==> src/rtl/core/assert_macros.svh <==
// ----------------------------------------------------------------------------
// Assertion macros shared by the RTL files of the address text checker.
// ----------------------------------------------------------------------------
`ifndef ASSERT_MACROS_SVH
`define ASSERT_MACROS_SVH

// Checks a property on every rising edge while reset is released.
`define ASSERT_CLK(lbl, clk, rst_n, prop, msg) \
    lbl: assert property (@(posedge clk) disable iff (!rst_n) (prop)) else $error(msg);

// Checks that a condition never holds while reset is released.
`define ASSERT_NEVER(lbl, clk, rst_n, cond, msg) \
    lbl: assert property (@(posedge clk) disable iff (!rst_n) !(cond)) else $error(msg);

`endif

==> src/rtl/core/ipv6tv_pkg.sv <==
// ----------------------------------------------------------------------------
// ipv6tv_pkg
// Types and constants shared by the IPv6 address text checker.
// ----------------------------------------------------------------------------
package ipv6tv_pkg;

    localparam int unsigned CHAR_W  = 8;
    localparam int unsigned COUNT_W = 6;
    localparam int unsigned DIGIT_W = 3;

    localparam logic [CHAR_W-1:0]  COLON_CODE       = 8'h3A;
    localparam logic [COUNT_W-1:0] COUNT_CAP        = 6'd63;
    localparam logic [COUNT_W-1:0] MIN_TEXT_LEN     = 6'd2;
    localparam logic [DIGIT_W-1:0] DIGIT_CAP        = 3'd7;
    localparam logic [DIGIT_W-1:0] GROUP_MAX_DIGITS = 3'd4;

    // Classification of one character of the text.
    typedef struct packed {
        logic is_colon;
        logic is_hex;
    } t_char_class;

endpackage

==> src/rtl/core/ipv6_text_validator_unit.sv <==
// A final character is reported through the input register and then the result register.
// Throughput: one character per cycle; only a final character waits, when the output is stalled.
// The per-character state update is one short pass of compare and increment logic.
// Reset (i_rst_n low, synchronous) empties both registers and clears the text state.
// ----------------------------------------------------------------------------
// ipv6_text_validator_unit
// Checks an IPv6 address text, one character per transaction, and gives one
// verdict per text on its final character.
// ----------------------------------------------------------------------------
`include "assert_macros.svh"

module ipv6_text_validator_unit #(
    parameter int unsigned MAX_TEXT_LEN = 46
) (
    input  logic       i_clk,
    input  logic       i_rst_n,
    input  logic       i_valid,
    output logic       o_stall,
    input  logic [7:0] i_char_code,
    input  logic       i_last_char,
    output logic       o_valid,
    input  logic       i_stall,
    output logic       o_is_valid
);
    import ipv6tv_pkg::*;

    logic [CHAR_W-1:0] r_in_char;
    logic              r_in_last;
    logic              r_in_valid;
    logic              r_out_valid;
    logic              r_out_is_valid;
    logic              w_out_free;
    logic              w_consume;
    logic              w_is_valid;
    t_char_class       w_class;

    assign w_out_free = !r_out_valid || !i_stall;
    // Only a final character needs room in the result register.
    assign w_consume  = r_in_valid && (!r_in_last || w_out_free);
    assign o_stall    = r_in_valid && !w_consume;

    always_ff @(posedge i_clk) begin
        if (!i_rst_n) begin
            r_in_valid <= 1'b0;
        end else if (!o_stall) begin
            r_in_valid <= i_valid;
        end
    end

    always_ff @(posedge i_clk) begin
        if (!o_stall && i_valid) begin
            r_in_char <= i_char_code;
            r_in_last <= i_last_char;
        end
    end

    ipv6tv_classify u_classify (
        .i_char_code (r_in_char),
        .o_class     (w_class)
    );

    ipv6tv_state #(
        .MAX_TEXT_LEN (MAX_TEXT_LEN)
    ) u_state (
        .i_clk      (i_clk),
        .i_rst_n    (i_rst_n),
        .i_take     (w_consume),
        .i_last     (r_in_last),
        .i_class    (w_class),
        .o_is_valid (w_is_valid)
    );

    always_ff @(posedge i_clk) begin
        if (!i_rst_n) begin
            r_out_valid <= 1'b0;
        end else if (w_consume && r_in_last) begin
            r_out_valid <= 1'b1;
        end else if (!i_stall) begin
            r_out_valid <= 1'b0;
        end
    end

    always_ff @(posedge i_clk) begin
        if (w_consume && r_in_last) begin
            r_out_is_valid <= w_is_valid;
        end
    end

    assign o_valid    = r_out_valid;
    assign o_is_valid = r_out_is_valid;

    `ASSERT_CLK(a_result_from_last, i_clk, i_rst_n, $rose(o_valid) |-> $past(w_consume && r_in_last), "result without a final character")
    `ASSERT_CLK(a_last_gives_result, i_clk, i_rst_n, (w_consume && r_in_last) |=> o_valid, "final character produced no result")
    `ASSERT_NEVER(a_stall_needs_item, i_clk, i_rst_n, o_stall && !r_in_valid, "input stalled with an empty input register")

endmodule

==> src/rtl/core/ipv6tv_classify.sv <==
// ----------------------------------------------------------------------------
// ipv6tv_classify
// Decodes one ASCII character into colon and hexadecimal digit flags.
// ----------------------------------------------------------------------------
module ipv6tv_classify (
    input  logic [7:0]               i_char_code,
    output ipv6tv_pkg::t_char_class  o_class
);
    import ipv6tv_pkg::*;

    always_comb begin
        o_class.is_colon = (i_char_code == COLON_CODE);
        o_class.is_hex   = ((i_char_code >= 8'h30) && (i_char_code <= 8'h39)) ||
                           ((i_char_code >= 8'h41) && (i_char_code <= 8'h46)) ||
                           ((i_char_code >= 8'h61) && (i_char_code <= 8'h66));
    end

endmodule

==> src/rtl/core/ipv6tv_state.sv <==
// ----------------------------------------------------------------------------
// ipv6tv_state
// Per-text parsing state: character count, colon pairing, group digit count
// and the sticky error flag. Gives the verdict for the final character.
// ----------------------------------------------------------------------------
`include "assert_macros.svh"

module ipv6tv_state #(
    parameter int unsigned MAX_TEXT_LEN = 46
) (
    input  logic                     i_clk,
    input  logic                     i_rst_n,
    input  logic                     i_take,
    input  logic                     i_last,
    input  ipv6tv_pkg::t_char_class  i_class,
    output logic                     o_is_valid
);
    import ipv6tv_pkg::*;

    localparam logic [COUNT_W-1:0] LP_MAX_LEN = COUNT_W'(MAX_TEXT_LEN);

    logic [COUNT_W-1:0] r_char_count,        n_char_count;
    logic               r_starts_with_colon, n_starts_with_colon;
    logic               r_prev_was_colon,    n_prev_was_colon;
    logic               r_unpaired_colon,    n_unpaired_colon;
    logic               r_double_colon_seen, n_double_colon_seen;
    logic [DIGIT_W-1:0] r_digits_in_group,   n_digits_in_group;
    logic               r_group_seen,        n_group_seen;
    logic               r_error_flag,        n_error_flag;

    always_comb begin
        n_char_count        = r_char_count;
        n_starts_with_colon = r_starts_with_colon;
        n_unpaired_colon    = r_unpaired_colon;
        n_double_colon_seen = r_double_colon_seen;
        n_digits_in_group   = r_digits_in_group;
        n_group_seen        = r_group_seen;
        n_error_flag        = r_error_flag;
        n_prev_was_colon    = i_class.is_colon;

        if (r_char_count >= LP_MAX_LEN) begin
            n_error_flag = 1'b1;
        end
        if (r_char_count < COUNT_CAP) begin
            n_char_count = r_char_count + COUNT_W'(1);
        end

        if (r_char_count == '0) begin
            n_starts_with_colon = i_class.is_colon;
        end else if ((r_char_count == COUNT_W'(1)) && r_starts_with_colon
                     && !i_class.is_colon) begin
            n_error_flag = 1'b1;
        end

        if (i_class.is_colon) begin
            // A waiting colon pairs with this one to form a double colon.
            if (r_unpaired_colon) begin
                if (r_double_colon_seen) begin
                    n_error_flag = 1'b1;
                end
                n_double_colon_seen = 1'b1;
                n_unpaired_colon    = 1'b0;
            end else begin
                n_unpaired_colon = 1'b1;
            end
            n_digits_in_group = '0;
        end else begin
            n_unpaired_colon = 1'b0;
            if (!i_class.is_hex) begin
                n_error_flag = 1'b1;
            end
            if (r_digits_in_group < DIGIT_CAP) begin
                n_digits_in_group = r_digits_in_group + DIGIT_W'(1);
            end
            if (n_digits_in_group > GROUP_MAX_DIGITS) begin
                n_error_flag = 1'b1;
            end
            n_group_seen = 1'b1;
        end

        if (i_last && i_class.is_colon && !r_prev_was_colon) begin
            n_error_flag = 1'b1;
        end
    end

    assign o_is_valid = !n_error_flag && n_group_seen && (n_char_count >= MIN_TEXT_LEN);

    always_ff @(posedge i_clk) begin
        if (!i_rst_n || (i_take && i_last)) begin
            r_char_count        <= '0;
            r_starts_with_colon <= 1'b0;
            r_prev_was_colon    <= 1'b0;
            r_unpaired_colon    <= 1'b0;
            r_double_colon_seen <= 1'b0;
            r_digits_in_group   <= '0;
            r_group_seen        <= 1'b0;
            r_error_flag        <= 1'b0;
        end else if (i_take) begin
            r_char_count        <= n_char_count;
            r_starts_with_colon <= n_starts_with_colon;
            r_prev_was_colon    <= n_prev_was_colon;
            r_unpaired_colon    <= n_unpaired_colon;
            r_double_colon_seen <= n_double_colon_seen;
            r_digits_in_group   <= n_digits_in_group;
            r_group_seen        <= n_group_seen;
            r_error_flag        <= n_error_flag;
        end
    end

    `ASSERT_CLK(a_clear_after_last, i_clk, i_rst_n, (i_take && i_last) |=> (r_char_count == '0), "state not cleared after final character")
    `ASSERT_CLK(a_error_sticky, i_clk, i_rst_n, (r_error_flag && !(i_take && i_last)) |=> r_error_flag, "error flag dropped within a text")
    `ASSERT_NEVER(a_empty_text_flags, i_clk, i_rst_n, (r_char_count == '0) && (r_group_seen || r_starts_with_colon), "flags set with no characters counted")

endmodule
==> config.mk <==
export PLATFORM = sky130hd
export DESIGN_NAME = ipv6_text_validator_unit
export DESIGN_NICKNAME = d
export VERILOG_FILES = /design/src/rtl/core/ipv6tv_pkg.sv /design/src/rtl/core/ipv6_text_validator_unit.sv /design/src/rtl/core/ipv6tv_classify.sv /design/src/rtl/core/ipv6tv_state.sv
export VERILOG_INCLUDE_DIRS = /design/src /design/src/rtl/core
export SDC_FILE = /design/constraint.sdc
export NUM_CORES = 1
export LEC_CHECK = 0
export ABC_AREA = 1
export BUFFER_PORTS_ARGS = -buffer_cell sky130_fd_sc_hd__buf_2
export CAP_MARGIN = 20
export CORE_MARGIN = 2
export CORE_UTILIZATION = 60
export CTS_BUF_LIST = sky130_fd_sc_hd__clkbuf_2 sky130_fd_sc_hd__clkbuf_4 sky130_fd_sc_hd__clkbuf_8
export CTS_CLUSTER_DIAMETER = 120
export CTS_CLUSTER_SIZE = 10
export DETAILED_ROUTE_END_ITERATION = 8
export GPL_TIMING_DRIVEN = 0
export MAX_ROUTING_LAYER = met4
export PLACE_DENSITY = 0.82
export SYNTH_ARGS = -nofsm -noshare
export SYNTH_HDL_FRONTEND = slang
export SYNTH_HIERARCHICAL = 1
export SYNTH_SLANG_ARGS = --single-unit
export TNS_END_PERCENT = 10
==> constraint.sdc <==
create_clock -name i_clk -period 2.4 [get_ports i_clk]
set_clock_uncertainty 0.2 [all_clocks]
set_input_delay 0.24 -clock i_clk [delete_from_list [all_inputs] [get_ports i_clk]]
set_output_delay 0.24 -clock i_clk [all_outputs]
set_load 0.05 [all_outputs]
==> impl_metrics.yaml, run 1 <==
synth:
  yosys.cell_count.top_type: "nand2_1"
  synth-edff-count: 10
  synth_cell_types: 26
  ys_seq_area_share_pct: 45.27
  syn-num-nets: 203
  syn_inst: 185
  ys_warn_count: 6
  ys_ff_latch: 27
  async_flop_share_pct: 0
  synth_ff_type: "dfxtp_1"
  netlist.top_cell.by_area: "dfxtp_1"
  netlist.area_leader.share_pct: 24.05
  synth_common_cells: "nand2_1 (40), inv_1 (30), nor2_1 (24), dfxtp_1 (17)"
  synth_area_leaders: "dfxtp_1 (24%), edfxtp_1 (21%), nand2_1 (11%)"
  netlist_area_um2: 1415
  syn_avg_cell_area_um2: 7.649
die:
  die_area_um2: 2763
  fp-row-count: 17
  core_um2: 2212
  num_io_pins: 16
  die_w_um: 52.57
  start_util_pct: 63.97
  die_h_um: 52.57
cells_and_area:
  regArea_um2: 640.6
  fill_cells: 178
  design_area_um2: 1665
  nNetsFinal: 234
  fin_util_pct: 75.28
  area_growth_pct: 17.68
  multi_input_area_um2: 641.9
  layout-drive-gt1-share_pct: 15.81
timing:
  worst_pin_slew_ns: 0.7221
  rsz0062_at_grt: "no"
  setup_violations: 0
  hold_viol: 0
  min_period_ns: 2.105
  slew_headroom_pct: 51.68
  fmaxAchievable_mhz: 475.0
  tns_ns: 0
  setup_ws_ns: 0.2946
  final_max_slew_viol_count: 0
  layout_worst_path_cycle_share_pct: 87.73
worst_setup_path:
  worst-setup-path-type: "flip-flop to flip-flop"
  worst_ep_arrival_time_ns: 2.01
  r2r_setup_slack_ns: 0.29
  cp-startpoint: "r_in_char[6]$_DFFE_PP_"
  critPathRequiredTime_ns: 2.31
  cp_max_fo: 7
  crit_path_start_kind: "flip-flop"
  reg2reg_from: "r_in_char[6]$_DFFE_PP_"
  critPathCaptureType: "flip-flop"
power_and_ir_drop:
  power.density_nw_per_um2: 506.3
  power_frac_comb_pct: 14.9
  seq_power_share_pct: 61.9
  pwr-share-clk_pct: 23.1
  sw_frac_of_total_pct: 27.04
  p_sw_mw: 0.2280
  power.internal_mw: 0.6152
  leakage_nw: 0.7508
  ir_drop_v: 0.0004708
drt:
  drt-wirelength-per-cell_um: 12.07
  vias_per_cell: 5.266
  drt_iter0_markers: 49
  drt_wl_total_mm: 2.944
  drt_first_pass_iters: 4
  postRouteAntennaNets: 0
  drc_errors: 0
  num_vias: 1285
flow_run:
  drv_cap: 0
global_routing:
  antenna_found_initial: 1
  grt.overflow.total: 0
  grt_pass1_wl_mm: 4.747
  grt_pass1_vias: 1161
  grt_util_all_layers_pct: 24.44
  grt_max_degree: 16
  use_met1_pct: 27.41
  use_met2_pct: 42.50
  busiest_layer: "met2"
  use_met3_pct: 3.429
clock_network:
  clkSinkCount: 27
  cts_root_buf: "clkbuf_4"
  cts_tree: "yes"
  cts_made_buffers: 3
  cts_resized: 0
  clock_latency_ns: 0.33
  cts_max_path_buffers: 2
  clkTransAtPathRegs_ns: 0.14
  h-tree-depth: 1
placed_design:
  gp_congestion: 0.8311
  port_buffers: 15
  place_ws_ns: 0.3638
  placed_cell_area_um2: 1525
  dp_hpwl_mm: 2.039
status:
  outcome: "finished, final reports clean"
hold_path:
  hp-start: "i_stall"
  hp-class: "input port to flip-flop"
[routing by layer]
| layer | part of all wire [%] | up-vias |
|---|---|---|
| li1 | - | 654 |
| met1 | 42 | 585 |
| met2 | 51 | 39 |
| met3 | 4.4 | 7 |
| met4 | 2.8 | 0 |
| met5 | 0 | - |
[power by group through the flow]
stage	registers, mW	logic [mW]	clock network (mW)
final	0.522	0.126	0.195
after global routing	0.525	0.142	0.218
after CTS	0.522	0.125	0.202
after detailed placement	0.532	0.111	0
after global placement	0.531	0.105	0
after floorplan	0.531	0.0772	0
[placed cells by master, fill, tap and decap left out, types with 2 or more instances in the layout]
cell type	count
nor2_2	2
a31oi_1	2
nand4_1	3
dlygate4sd3_1	11
nand3_2	4
inv_2	4
nand3_1	11
nand2_1	40
a21oi_1	11
o21ai_1	3
dfxtp_1	17
edfxtp_1	10
inv_1	30
o21ai_0	8
ha_1	5
clkbuf_4	3
nor2_1	24
buf_2	16
[path summary, 6_finish.rpt]
check,end,depth (start not counted)
worst max-delay path,o_is_valid$_DFFE_PP_,7
worst min-delay path,r_in_valid$_SDFFE_PN0N_,3
worst max register to register,o_is_valid$_DFFE_PP_,7
worst min register to register,u_state/r_starts_with_colon$_SDFFE_PP0P_,2
[registers in the layout (all words and copies together), names as in the netlist]
| name | count |
|---|---|
| o_is_valid | 1 |
| o_valid | 1 |
| r_in_char | 8 |
| r_in_last | 1 |
| r_in_valid | 1 |
| u_state/r_char_count | 6 |
| u_state/r_digits_in_group | 3 |
| u_state/r_double_colon_seen | 1 |
| u_state/r_error_flag | 1 |
| u_state/r_group_seen | 1 |
| u_state/r_prev_was_colon | 1 |
| u_state/r_starts_with_colon | 1 |
| u_state/r_unpaired_colon | 1 |
[logic make-up after synthesis]
kind of cell / Yosys count / synth area share, %
and+or+nand+nor: 87 / 27.50
DFF: 27 / 45.27
AOI/OAI and AO/OA: 30 / 12.82
xor gates and xnor gates: 1 / 0.6190
buffers and inverters: 35 / 9.372
adders and majority gates: 5 / 4.421
[worst max-delay path: stages (launching register included)]
cell      delay [ns]
edfxtp_1        0.44
nor2_1          0.16
nand3_1         0.11
nor2_1          0.43
inv_1           0.12
or2_2           0.30
nand3_1         0.09
nor2_1          0.04
[what timing repair did]
item / CTS / global route
endpoints found under the hold margin: 11 / 0
setup endpoints to repair: 0 / 0
buffers inserted: 0 / 0
hold buffers: 11 / 0
[cell type report]
| cell class | instances | share of cell area [%] |
|---|---|---|
| Buffer | 1 | 0.3005 |
| Sequential cell | 27 | 38.47 |
| Tap cell | 28 | 2.104 |
| Timing Repair Buffer | 26 | 11.12 |
| Antenna cell | 1 | 0.1503 |
| Clock inverter | 1 | 0.3005 |
| Multi-Input combinational cell | 123 | 38.54 |
| Inverter | 34 | 7.663 |
| Clock buffer | 3 | 1.352 |
[through the flow]
stage	power, mW	hold slack (ns)	cells
3_5_place_dp	0.6425	0.2181	228
6_report	0.8432	0.01292	244
4_1_cts	0.8477	0.01190	243
5_1_grt	0.8848	0.02444	244
3_3_place_gp	0.6354	0.2172	228
2_1_floorplan	0.6080	0.1376	185
Power figures use the tool's default switching activity.
==> run 2, diff against run 1 <==
CELL_PAD_IN_SITES_DETAIL_PLACEMENT = 1   (was default)
CELL_PAD_IN_SITES_GLOBAL_PLACEMENT = 1   (was default)
CORE_MARGIN = default   (was 2)
CORE_UTILIZATION = 44   (was 60)
PLACE_DENSITY = default   (was 0.82)
PLACE_DENSITY_LB_ADDON = 0.1   (was default)
==> impl_metrics.yaml, run 2 (synthesis gave the netlist of run 1 again) <==
timing:
  worst_pin_slew_ns: 0.7564
  min_period_ns: 2.102
  setup_ws_ns: 0.2980
  final_max_slew_viol_count: 0
  slew_headroom_pct: 49.39
  fmaxAchievable_mhz: 475.7
  rsz0062_at_grt: "no"
  tns_ns: 0
  layout_worst_path_cycle_share_pct: 87.58
  setup_violations: 0
  hold_viol: 0
worst_setup_path:
  cp-startpoint: "r_in_char[6]$_DFFE_PP_"
  r2r_cells: 7
  worst_ep_arrival_time_ns: 2.02
  critPathCaptureType: "flip-flop"
  critPathRequiredTime_ns: 2.31
  cp_max_fo: 7
  crit_path_start_kind: "flip-flop"
  reg2reg_from: "r_in_char[6]$_DFFE_PP_"
  timing.rr.end: "o_is_valid$_DFFE_PP_"
  worst-setup-path-type: "flip-flop to flip-flop"
  r2r_setup_slack_ns: 0.30
cells_and_area:
  diodes: 0
  fill_cells: 408
  final_cell_count_no_fill: 259
  final_cell_mix: "nand2_1 (40), inv_1 (30), nor2_1 (24)"
  final_common_cell: "nand2_1"
  largest_reg_flops: 8
  largestRegisters: "r_in_char x8, u_state/r_char_count x6, u_state/r_digits_in_group x3"
  design_area_um2: 1685
  top_register: "r_in_char"
  layout-drive-gt1-share_pct: 15.81
  area_growth_pct: 19.10
  nNetsFinal: 234
placed_design:
  place_ws_ns: 0.3470
  placed_cell_area_um2: 1545
  gp_congestion: 0.8002
  dp_hpwl_mm: 2.544
  dp_cells: 244
  port_buffers: 15
flow_run:
  drv_cap: 0
clock_network:
  cts_made_buffers: 3
  clkSinkCount: 27
  cts_tree: "yes"
  clkTransAtPathRegs_ns: 0.16
  cts_max_path_buffers: 2
  h-tree-depth: 1
  clock_latency_ns: 0.33
  cts_setup_buffers: 0
  cts_root_buf: "clkbuf_4"
  cts_resized: 0
  ctsHoldBuffers: 11
power_and_ir_drop:
  leakage_nw: 0.7470
  ir_drop_v: 0.0002027
  power.density_nw_per_um2: 511.1
drt:
  drt_iter0_markers: 32
  vias_per_cell: 4.884
  drt-wirelength-per-cell_um: 13.58
  drc_errors: 0
  num_vias: 1265
  drt_wl_total_mm: 3.517
  postRouteAntennaNets: 0
  drt_first_pass_iters: 4
die:
  num_io_pins: 16
  start_util_pct: 46.35
  fp-row-count: 20
  die_h_um: 58.71
  die_w_um: 58.71
  core_um2: 3053
  die_area_um2: 3447
hold_path:
  hold_depth: 3
  hp-class: "input port to flip-flop"
  hold_path_end: "r_in_valid$_SDFFE_PN0N_"
  hp-start: "i_stall"
global_routing:
  grt_max_degree: 17
  grt_pass1_wl_mm: 6.003
  grt_pass1_vias: 1341
  grt_util_all_layers_pct: 24.39
  antenna_found_initial: 0
  grt.overflow.total: 0
status:
  outcome: "finished, final reports clean"
## run 2: cell type report
class,instances,area (um^2),share of cell area (%)
inverters,34,127.6,7.572
plain buffers,1,5.005,0.2970
flip-flops and latches,27,640.6,38.01
clock inverters,1,7.507,0.4454
repair buffers,26,185.2,10.99
multi-input cells,123,641.9,38.08
clock buffers,3,22.52,1.336
well taps,44,55.05,3.267
## run 2: layer usage
layer | GRT usage, % | wire length, um
met2 | 43.51 | 1880
met1 | 28.31 | 1550
met3 | 2.857 | 67
met4 | 8.503 | 19
met5 | - | 0
## run 2: where the power goes
part | internal [mW] | switching (mW) | total, mW | leakage [nW]
clock network | 0.0638 | 0.144 | 0.208 | 0.0139
registers | 0.499 | 0.0249 | 0.524 | 0.235
logic | 0.0539 | 0.0757 | 0.130 | 0.498
## run 2: worst max-delay path, stage by stage (launching register included)
cell	delay, ns
edfxtp_1	0.46
nor2_1	0.18
nand3_1	0.12
nor2_1	0.42
inv_1	0.11
or2_2	0.29
nand3_1	0.08
nor2_1	0.04
## run 2: how the worst max path moves through the flow
stage | end | slack, ns
after floorplan | r_in_char[0]$_DFFE_PP_ | 0.47
after global placement | o_is_valid$_DFFE_PP_ | 0.41
after detailed placement | o_is_valid$_DFFE_PP_ | 0.35
after CTS | o_is_valid$_DFFE_PP_ | 0.33
after global routing | o_is_valid$_DFFE_PP_ | 0.19
final | o_is_valid$_DFFE_PP_ | 0.30
## run 2: per-stage QoR
step	utilization (%)	power, mW	hold slack, ns
after floorplan	-	0.6080	0.1376
after global placement	50.61	0.6388	0.2166
after detailed placement	50.61	0.6474	0.2195
after CTS	55.20	0.8719	0.01010
after global routing	55.20	0.9108	0.02406
final	55.20	0.8613	0.02071
